--- config.mk ---
export PLATFORM = sky130hd
export DESIGN_NAME = humidity_temp_frame_decoder
export DESIGN_NICKNAME = d
export VERILOG_FILES = /design/src/rtl/core/htfd_pkg.sv /design/src/rtl/core/htfd_frame.sv /design/src/rtl/core/humidity_temp_frame_decoder.sv
export SDC_FILE = /design/constraint.sdc
export NUM_CORES = 1
export LEC_CHECK = 0
export BUFFER_PORTS_ARGS = -buffer_cell sky130_fd_sc_hd__buf_2
export CORE_ASPECT_RATIO = 1.1
export CORE_MARGIN = 2
export CORE_UTILIZATION = 40
export CTS_CLUSTER_SIZE = 8
export DETAILED_ROUTE_END_ITERATION = 6
export PLACE_DENSITY = 0.63
export SETUP_SLACK_MARGIN = 0.5
export SYNTH_ARGS = -nofsm -noshare
export SYNTH_HDL_FRONTEND = slang
export SYNTH_SLANG_ARGS = --single-unit
export TNS_END_PERCENT = 1
--- constraint.sdc ---
create_clock -name clock -period 5.7 [get_ports clock]
set_clock_uncertainty 0.05 [all_clocks]
set_input_delay 0.57 -clock clock [delete_from_list [all_inputs] [get_ports clock]]
set_output_delay 0.57 -clock clock [all_outputs]
set_load 0.01 [all_outputs]
--- src/rtl/core/htfd_pkg.sv ---
// htfd_pkg: shared types, constants and functions of the humidity and
// temperature frame decoder (crc-8 step, divide-by-65535 rounding, status codes).
// Depends on nothing; imported by htfd_frame and humidity_temp_frame_decoder.
`default_nettype none

package htfd_pkg;

   localparam int unsigned BYTE_W   = 8;
   localparam int unsigned WORD_W   = 16;
   localparam int unsigned POS_W    = 3;
   localparam int unsigned NUM_W    = 32;
   localparam int unsigned TC_W     = 15;
   localparam int unsigned TF_W     = 16;
   localparam int unsigned HUM_W    = 14;
   localparam int unsigned STATUS_W = 2;

   // byte positions inside a frame
   localparam logic [POS_W-1:0] POS_T_HI  = 3'd0;
   localparam logic [POS_W-1:0] POS_T_LO  = 3'd1;
   localparam logic [POS_W-1:0] POS_T_CRC = 3'd2;
   localparam logic [POS_W-1:0] POS_H_HI  = 3'd3;
   localparam logic [POS_W-1:0] POS_H_LO  = 3'd4;
   localparam logic [POS_W-1:0] POS_H_CRC = 3'd5;

   localparam logic [BYTE_W-1:0] CRC_POLY = 8'h31;
   localparam logic [BYTE_W-1:0] CRC_INIT = 8'hFF;

   // conversion spans and offsets, all in hundredths
   localparam logic [WORD_W-1:0] SPAN_C    = 16'd17500;
   localparam logic [WORD_W-1:0] SPAN_F    = 16'd31500;
   localparam logic [WORD_W-1:0] SPAN_H    = 16'd10000;
   localparam logic [WORD_W-1:0] OFFSET_C  = 16'd4500;
   localparam logic [WORD_W-1:0] OFFSET_F  = 16'd4900;
   localparam logic [HUM_W-1:0]  HUM_MAX   = 14'd10000;
   localparam logic [NUM_W-1:0]  ROUND_ADD = 32'd32767;

   typedef enum logic [STATUS_W-1:0] {
      STATUS_OK       = 2'd0,
      STATUS_TEMP_CRC = 2'd1,
      STATUS_HUM_CRC  = 2'd2
   } status_type;

   // one completed frame, as handed from the frame tracker
   typedef struct packed {
      logic               done;
      status_type         status;
      logic [WORD_W-1:0]  raw_t;
      logic [WORD_W-1:0]  raw_h;
   } frame_type;

   // crc-8, msb first, one byte
   function automatic logic [BYTE_W-1:0] crc_update(input logic [BYTE_W-1:0] crc,
                                                    input logic [BYTE_W-1:0] b);
      logic [BYTE_W-1:0] c;
      c = crc ^ b;
      for (int k = 0; k < BYTE_W; k++) begin
         if (c[BYTE_W-1]) begin
            c = {c[BYTE_W-2:0], 1'b0} ^ CRC_POLY;
         end else begin
            c = {c[BYTE_W-2:0], 1'b0};
         end
      end
      return c;
   endfunction

   // floor(num / 65535): 65536 * q0 + lo = 65535 * q0 + (lo + q0), then fix up
   function automatic logic [WORD_W-1:0] div_65535(input logic [NUM_W-1:0] num);
      logic [WORD_W-1:0] q0;
      logic [WORD_W:0]   r0;
      logic [WORD_W-1:0] q;
      q0 = num[NUM_W-1:WORD_W];
      r0 = {1'b0, num[WORD_W-1:0]} + {1'b0, q0};
      if (r0 >= 17'd131070) begin
         q = q0 + 16'd2;
      end else if (r0 >= 17'd65535) begin
         q = q0 + 16'd1;
      end else begin
         q = q0;
      end
      return q;
   endfunction

endpackage

`default_nettype wire

--- src/rtl/core/htfd_frame.sv ---
// htfd_frame: tracks the byte position of a six-byte frame, runs the crc-8
// over each word and collects the raw words; flags the last byte of a frame.
// Depends on htfd_pkg.
`default_nettype none

module htfd_frame (
   input  logic                          clock,
   input  logic                          reset,
   input  logic                          step,
   input  logic [htfd_pkg::BYTE_W-1:0]   rx_byte,
   input  logic                          frame_start,
   output htfd_pkg::frame_type           frame
);
   import htfd_pkg::*;

   logic [POS_W-1:0]  pos_ff, pos_in;
   logic [BYTE_W-1:0] crc_ff, crc_in;
   logic [WORD_W-1:0] temp_word_ff, temp_word_in;
   logic [WORD_W-1:0] hum_word_ff, hum_word_in;
   logic              temp_good_ff, temp_good_in;

   logic [POS_W-1:0]  pos;
   logic [BYTE_W-1:0] crc_next;
   logic              hum_good;

   always_comb begin
      // positions past the end restart the frame
      if (frame_start || pos_ff > POS_H_CRC) begin
         pos = POS_T_HI;
      end else begin
         pos = pos_ff;
      end
      if (pos == POS_T_HI || pos == POS_H_HI) begin
         crc_next = crc_update(CRC_INIT, rx_byte);
      end else begin
         crc_next = crc_update(crc_ff, rx_byte);
      end
      hum_good = (crc_ff == rx_byte);

      pos_in       = pos_ff;
      crc_in       = crc_ff;
      temp_word_in = temp_word_ff;
      hum_word_in  = hum_word_ff;
      temp_good_in = temp_good_ff;
      frame        = '{done: 1'b0, status: STATUS_OK, raw_t: temp_word_ff,
                       raw_h: hum_word_ff};

      if (step) begin
         pos_in = (pos >= POS_H_CRC) ? POS_T_HI : pos + 3'd1;
         unique case (pos)
            POS_T_HI: begin
               temp_word_in = {rx_byte, temp_word_ff[BYTE_W-1:0]};
               crc_in       = crc_next;
            end
            POS_T_LO: begin
               temp_word_in = {temp_word_ff[WORD_W-1:BYTE_W], rx_byte};
               crc_in       = crc_next;
            end
            POS_T_CRC: begin
               temp_good_in = (crc_ff == rx_byte);
               crc_in       = CRC_INIT;
            end
            POS_H_HI: begin
               hum_word_in = {rx_byte, hum_word_ff[BYTE_W-1:0]};
               crc_in      = crc_next;
            end
            POS_H_LO: begin
               hum_word_in = {hum_word_ff[WORD_W-1:BYTE_W], rx_byte};
               crc_in      = crc_next;
            end
            default: begin
               frame.done = 1'b1;
               if (!temp_good_ff) begin
                  frame.status = STATUS_TEMP_CRC;
               end else if (!hum_good) begin
                  frame.status = STATUS_HUM_CRC;
               end else begin
                  frame.status = STATUS_OK;
               end
               crc_in = CRC_INIT;
            end
         endcase
      end
   end

   always_ff @(posedge clock) begin
      if (reset) begin
         pos_ff       <= POS_T_HI;
         crc_ff       <= CRC_INIT;
         temp_word_ff <= '0;
         hum_word_ff  <= '0;
         temp_good_ff <= 1'b0;
      end else begin
         pos_ff       <= pos_in;
         crc_ff       <= crc_in;
         temp_word_ff <= temp_word_in;
         hum_word_ff  <= hum_word_in;
         temp_good_ff <= temp_good_in;
      end
   end

endmodule

`default_nettype wire

--- src/rtl/core/humidity_temp_frame_decoder.sv ---
// humidity_temp_frame_decoder: top level of the measurement frame decoder,
// with input register, scaling stage and output register.
// Depends on htfd_pkg and htfd_frame.
//
// usage
//   req channel: one received byte per request, in frame order: temperature
//   high, temperature low, temperature crc, humidity high, humidity low,
//   humidity crc. req_tuser marks the first byte of a frame and restarts the
//   byte position and crc; an unmarked byte after a full frame starts a new one.
//   rsp channel: one response per six-byte frame, issued on the humidity crc
//   byte, carrying status, raw words and converted values in hundredths.
//   path: the last byte of a frame and its response pass the input register,
//   product register and output register in that order.
//   throughput: one byte per cycle, sustained, while rsp_tready stays high.
//   stall: when the receiver holds rsp_tready low the stages behind the output
//   register fill one at a time; bytes that cause no response still pass
//   until a pending response blocks the product stage, then req_tready drops.
//   reset: synchronous, clears the pipeline valids, byte position and crc.
`default_nettype none

module humidity_temp_frame_decoder (
   input  logic        clock,
   input  logic        reset,
   // request channel
   input  logic        req_tvalid,
   output logic        req_tready,
   input  logic [7:0]  req_tdata,   // [7:0] rx_byte
   input  logic        req_tuser,   // [0] frame_start
   // response channel
   output logic        rsp_tvalid,
   input  logic        rsp_tready,
   output logic [79:0] rsp_tdata    // [1:0] frame_status, [16:2] temp_c_centi,
                                    // [32:17] temp_f_centi, [46:33] humidity_centi,
                                    // [62:47] raw_temperature, [78:63] raw_humidity,
                                    // [79] reading_valid
);
   import htfd_pkg::*;

   // product stage contents
   typedef struct packed {
      status_type        status;
      logic [WORD_W-1:0] raw_t;
      logic [WORD_W-1:0] raw_h;
      logic [NUM_W-1:0]  num_c;
      logic [NUM_W-1:0]  num_f;
      logic [NUM_W-1:0]  num_h;
   } mid_type;

   typedef struct packed {
      logic              reading_valid;
      logic [WORD_W-1:0] raw_h;
      logic [WORD_W-1:0] raw_t;
      logic [HUM_W-1:0]  hum;
      logic [TF_W-1:0]   tf;
      logic [TC_W-1:0]   tc;
      status_type        status;
   } rsp_type;

   // input register
   logic              in_valid_ff, in_valid_in;
   logic [BYTE_W-1:0] in_byte_ff, in_byte_in;
   logic              in_start_ff, in_start_in;

   // product register
   logic              mid_valid_ff, mid_valid_in;
   mid_type           mid_ff, mid_in;

   // output register
   logic              out_valid_ff, out_valid_in;
   rsp_type           out_ff, out_in;

   logic              out_free, mid_free, step;
   frame_type         frame;

   logic [WORD_W-1:0] q_c, q_f, q_h;
   logic [WORD_W:0]   tc_wide, tf_wide;

   // stage handshakes: each stage moves when the one after it has room
   assign out_free   = !out_valid_ff || rsp_tready;
   assign mid_free   = !mid_valid_ff || out_free;
   assign step       = in_valid_ff && mid_free;
   assign req_tready = !in_valid_ff || mid_free;

   always_comb begin
      in_valid_in = in_valid_ff;
      in_byte_in  = in_byte_ff;
      in_start_in = in_start_ff;
      if (req_tready) begin
         in_valid_in = req_tvalid;
         in_byte_in  = req_tdata;
         in_start_in = req_tuser;
      end
   end

   htfd_frame u_frame (
      .clock       (clock),
      .reset       (reset),
      .step        (step),
      .rx_byte     (in_byte_ff),
      .frame_start (in_start_ff),
      .frame       (frame)
   );

   // scaled numerators span * raw + half divisor, from the held raw words
   always_comb begin
      mid_valid_in = mid_valid_ff;
      mid_in       = mid_ff;
      if (mid_free) begin
         mid_valid_in  = step && frame.done;
         mid_in.status = frame.status;
         mid_in.raw_t  = frame.raw_t;
         mid_in.raw_h  = frame.raw_h;
         mid_in.num_c  = NUM_W'(SPAN_C) * NUM_W'(frame.raw_t) + ROUND_ADD;
         mid_in.num_f  = NUM_W'(SPAN_F) * NUM_W'(frame.raw_t) + ROUND_ADD;
         mid_in.num_h  = NUM_W'(SPAN_H) * NUM_W'(frame.raw_h) + ROUND_ADD;
      end
   end

   // divide by 65535, apply offsets, clamp humidity; zeros on crc error
   always_comb begin
      q_c     = div_65535(mid_ff.num_c);
      q_f     = div_65535(mid_ff.num_f);
      q_h     = div_65535(mid_ff.num_h);
      tc_wide = {1'b0, q_c} - {1'b0, OFFSET_C};
      tf_wide = {1'b0, q_f} - {1'b0, OFFSET_F};

      out_valid_in = out_valid_ff;
      out_in       = out_ff;
      if (out_free) begin
         out_valid_in         = mid_valid_ff;
         out_in.status        = mid_ff.status;
         out_in.raw_t         = mid_ff.raw_t;
         out_in.raw_h         = mid_ff.raw_h;
         out_in.reading_valid = (mid_ff.status == STATUS_OK);
         if (mid_ff.status == STATUS_OK) begin
            out_in.tc  = tc_wide[TC_W-1:0];
            out_in.tf  = tf_wide[TF_W-1:0];
            out_in.hum = (q_h > {2'b00, HUM_MAX}) ? HUM_MAX : q_h[HUM_W-1:0];
         end else begin
            out_in.tc  = '0;
            out_in.tf  = '0;
            out_in.hum = '0;
         end
      end
   end

   always_ff @(posedge clock) begin
      if (reset) begin
         in_valid_ff  <= 1'b0;
         mid_valid_ff <= 1'b0;
         out_valid_ff <= 1'b0;
      end else begin
         in_valid_ff  <= in_valid_in;
         mid_valid_ff <= mid_valid_in;
         out_valid_ff <= out_valid_in;
      end
   end

   // payload registers
   always_ff @(posedge clock) begin
      in_byte_ff  <= in_byte_in;
      in_start_ff <= in_start_in;
      mid_ff      <= mid_in;
      out_ff      <= out_in;
   end

   assign rsp_tvalid = out_valid_ff;
   assign rsp_tdata  = out_ff;

`ifndef SYNTHESIS
   // reading_valid tracks the status code
   a_valid_matches_status: assert property (@(posedge clock) disable iff (reset)
      out_valid_ff |-> (out_ff.reading_valid == (out_ff.status == STATUS_OK)))
      else $error("reading_valid disagrees with frame_status");

   // converted values are zero on any crc error
   a_zero_on_error: assert property (@(posedge clock) disable iff (reset)
      (out_valid_ff && out_ff.status != STATUS_OK) |->
      (out_ff.tc == '0 && out_ff.tf == '0 && out_ff.hum == '0))
      else $error("nonzero converted value on crc error");

   // humidity never exceeds full scale
   a_hum_range: assert property (@(posedge clock) disable iff (reset)
      out_valid_ff |-> (out_ff.hum <= HUM_MAX))
      else $error("humidity above full scale");

   // a pending product entry is not dropped while the output is blocked
   a_mid_held: assert property (@(posedge clock) disable iff (reset)
      (mid_valid_ff && !out_free) |=> (mid_valid_ff && $stable(mid_ff)))
      else $error("product stage lost an entry under stall");

   // no byte is consumed while the product stage is blocked
   a_no_step_blocked: assert property (@(posedge clock) disable iff (reset)
      !mid_free |-> !step)
      else $error("frame tracker advanced while blocked");
`endif

endmodule

`default_nettype wire
==> results_dict.tcl <==
set metrics [dict create \
    status "finished, violations left" \
    violations "setup timing" \
    clk_pin_slew_ns 0.06 \
    synth_seq_cells 255 \
    place_ws_ns -0.0901 \
    synth_cell_type_count 104 \
    p_int_uw 4650 \
    wl_mm 59.9 \
    drt_iter0_markers 1039 \
    drc 0 \
    die_h_um 265 \
    gp_congestion 0.919 \
    portBuffers 94 \
    numCtsBuffers 40 \
    die_w_um 241 \
    power_uw 7160 \
    pwr-share-clk_pct 31.9 \
    dr.pass1.iters 6 \
    p_leak_uw 0.0134 \
    arrival_ns 6.01 \
    row_count 95 \
    topRoutingLayerUsed "met4" \
    drive_above_1_share_pct 15.5 \
    ys_seq_area_share_pct 29.0 \
    slew_headroom_pct 29.1 \
    worst_pin_slew_ns 1.06 \
    period_minus_slack_ns 5.73 \
    grt_overflow 0 \
    final-setup-viol-count 3 \
    power_density_nw_per_um2 250 \
    grt_max_degree 73 \
    core_area_um2 61200 \
    p_sw_uw 2510 \
    cts_buffer_depth 3 \
    start_util_pct 40.5 \
    grt_usage_pct 18.9 \
    cts_hold_buf 0 \
    fin_nets 3188 \
    hpwl_mm 47.4 \
    final_area_um2 28600 \
    met2WireLength_mm 29.1 \
    fillerInstances 5726 \
    cts-root-buf "clkbuf_16" \
    endpoint_kind "flop" \
    switching_share_pct 35.1 \
    layout_worst_path_cycle_share_pct 101 \
    met3_length_mm 1.94 \
    vias_per_cell 5.23 \
    cp_max_fo 6 \
    hold_viol 0 \
    tns_ns -0.0556 \
    rsz0062_at_grt "true" \
    drv_slew 0 \
    postSynthCellCount 2506 \
    grt_pass1_vias 18900 \
    grt_pass1_wl_mm 97.5 \
    cts_num_sinks 255 \
    synthToLayoutAreaGrowth_pct 15.6 \
    start_kind "flop" \
    seqPwrFrac_pct 34.1 \
    antenna_left 0 \
    synth_edf_count 208 \
    async_reset_ff_share_pct 0 \
    antennaDiodeCount 0 \
    worstSkewPairLatency_ns 0.56 \
    antenna_found_initial 0 \
    comb_power_share_pct 34.1 \
    h-tree-depth 2 \
    synthFlopType "edfxtp_1" \
    max_freq_ghz 0.174 \
    dieArea_um2 63900 \
    worst_slack_ns -0.0327 \
    maxCapViolations 0 \
    place_area_um2 26900 \
    vias 18500 \
    post_drt_wl_per_cell_um 16.9 \
    yosys_warnings 0 \
    synthesis.area_um2 24800 \
    holdCritPathClass "in2reg" \
    critPathRequiredTime_ns 5.98 \
    peakVddDrop_mv 0.176 \
    path_class "reg2reg" \
    wirelength_met1_mm 27.5 \
    syn_nets 2998 \
    cts_tree "done" \
    syn_area_per_cell_um2 9.89 \
    ios 95 \
]
[worst paths after layout]
| kind | startpoint | slack (ns) | cells past startpoint | end |
|---|---|---|---|---|
| hold reg to reg | mid_ff[111]$_DFFE_PN_ | 0.37 | 0 | rsp_tdata[78]$_DFFE_PP_ |
| setup / recovery | u_frame.temp_word_ff[1]$_SDFFE_PP0P_ | -0.03 | 21 | mid_ff[61]$_DFFE_PN_ |
| setup reg to reg | u_frame.temp_word_ff[1]$_SDFFE_PP0P_ | -0.03 | 21 | mid_ff[61]$_DFFE_PN_ |
| hold / removal | req_tdata[2] | 0.13 | 1 | in_byte_ff[2]$_DFFE_PP_ |
[cells by family after synthesis]
| group | count (synthesis) | share of synthesized area [%] |
|---|---|---|
| and+or+nand+nor | 650 | 13.3 |
| xor gates and xnor gates | 240 | 8.58 |
| muxes | 48 | 1.96 |
| buffers and inverters | 410 | 6.30 |
| DFF | 255 | 29.0 |
| AOI/OAI and AO/OA | 424 | 12.0 |
| adders and majority gates | 479 | 28.9 |
[stage by stage]
step	cells	hold WS, ns	utilization [%]
detailed placement	3460	0.355	44.0
global placement	3460	0.353	44.0
CTS	3525	0.109	46.0
finish	3541	0.131	46.8
global route	3541	0.111	46.8
floorplan	2506	0.350	-
[flip-flops by register name (all words and copies together), names as in the netlist]
name	flops
u_frame.temp_good_ff	1
rsp_tdata	80
mid_valid_ff	1
in_start_ff	1
u_frame.hum_word_ff	16
in_byte_ff	8
u_frame.pos_ff	3
u_frame.temp_word_ff	16
in_valid_ff	1
rsp_tvalid	1
u_frame.crc_ff	8
mid_ff	119
[synthesized netlist by cell type (13+ instances only)]
master | number | area (um2)
ha_1 | 325 | 4070
a21oi_1 | 93 | 465
o22ai_1 | 13 | 81.3
o21a_1 | 24 | 180
o21bai_1 | 17 | 128
o21ai_0 | 65 | 325
nand4_1 | 33 | 206
or3_1 | 14 | 87.6
a21o_1 | 36 | 270
and2_1 | 13 | 81.3
xnor2_1 | 140 | 1230
a211o_1 | 15 | 131
dfxtp_1 | 47 | 941
xor2_1 | 97 | 850
o211ai_1 | 17 | 128
or2_2 | 16 | 100
mux2i_1 | 44 | 440
and3_1 | 18 | 113
nand3_1 | 61 | 305
edfxtp_1 | 208 | 6250
clkbuf_1 | 33 | 124
nor2b_1 | 20 | 125
nor3_1 | 56 | 280
nand2b_1 | 32 | 200
nand2_1 | 122 | 458
fa_1 | 154 | 3080
a31oi_1 | 15 | 93.8
nor4_1 | 19 | 119
nor2_1 | 195 | 732
inv_1 | 367 | 1380
[critical path, cell delays in order, from the launching register on]
cell      delay [ns]
dfxtp_4         0.37
fa_1            0.58
inv_1           0.06
fa_1            0.44
fa_1            0.51
fa_1            0.43
fa_1            0.50
inv_2           0.04
ha_4            0.22
a21o_1          0.16
a21oi_2         0.13
o21bai_1        0.12
a31oi_2         0.20
o21ai_2         0.10
a221o_1         0.33
a21oi_2         0.15
o21bai_1        0.10
xor2_1          0.22
nand4_1         0.17
nor3_2          0.25
nand3_1         0.14
xor2_1          0.18
[repair_timing]
action	4_1_cts	5_1_grt
buffers inserted	2	16
endpoints found under the setup margin	32	57
gates resized for setup	3	75
pin swaps	0	34
[metal layers]
| layer | vias to the layer above | GRT usage, % |
|---|---|---|
| met5 | - | 0 |
| met2 | 298 | 31.9 |
| li1 | 9099 | - |
| met4 | 0 | 5.57 |
| met3 | 80 | 2.65 |
| met1 | 9034 | 25.2 |
[power groups by stage]
stage               Clock (uW)  Combinational, uW  Sequential [uW]
floorplan                    0               1760             2420
global placement             0               2340             2470
detailed placement           0               2360             2470
CTS                       2350               2390             2440
global route              2410               2720             2460
finish                    2280               2440             2440
[cell type report]
cell class	count	area [um2]	area share (%)
Timing Repair Buffer	190	1210	4.23
Clock buffer	56	1090	3.81
Clock inverter	7	113	0.393
Tap cell	824	1030	3.60
Sequential cell	255	7230	25.2
Inverter	368	1390	4.87
Multi-Input combinational cell	1841	16600	57.9
[cells in the final DEF, fill, tap and decap left out, types with 11 or more instances in the layout]
master / instances
and2_1: 13
nor4_1: 18
o211ai_1: 17
o21ai_1: 13
nand2b_1: 32
a21oi_1: 75
ha_1: 310
o22ai_1: 12
a21oi_2: 20
a211o_1: 15
a21o_1: 36
xnor2_1: 135
nand4_1: 33
edfxtp_1: 208
nor2_1: 190
fa_1: 151
and3_1: 17
nand3_1: 59
xor2_1: 92
clkbuf_1: 13
nor2b_1: 18
nor3_1: 51
buf_4: 93
o21a_1: 24
or3_1: 14
dfxtp_2: 11
nand2_1: 121
buf_2: 94
inv_1: 356
a31oi_1: 13
clkbuf_16: 40
dfxtp_1: 28
o21ai_0: 56
mux2i_1: 42
o21bai_1: 17
or2_2: 15
No activity file was read; power rests on OpenSTA's default activity.
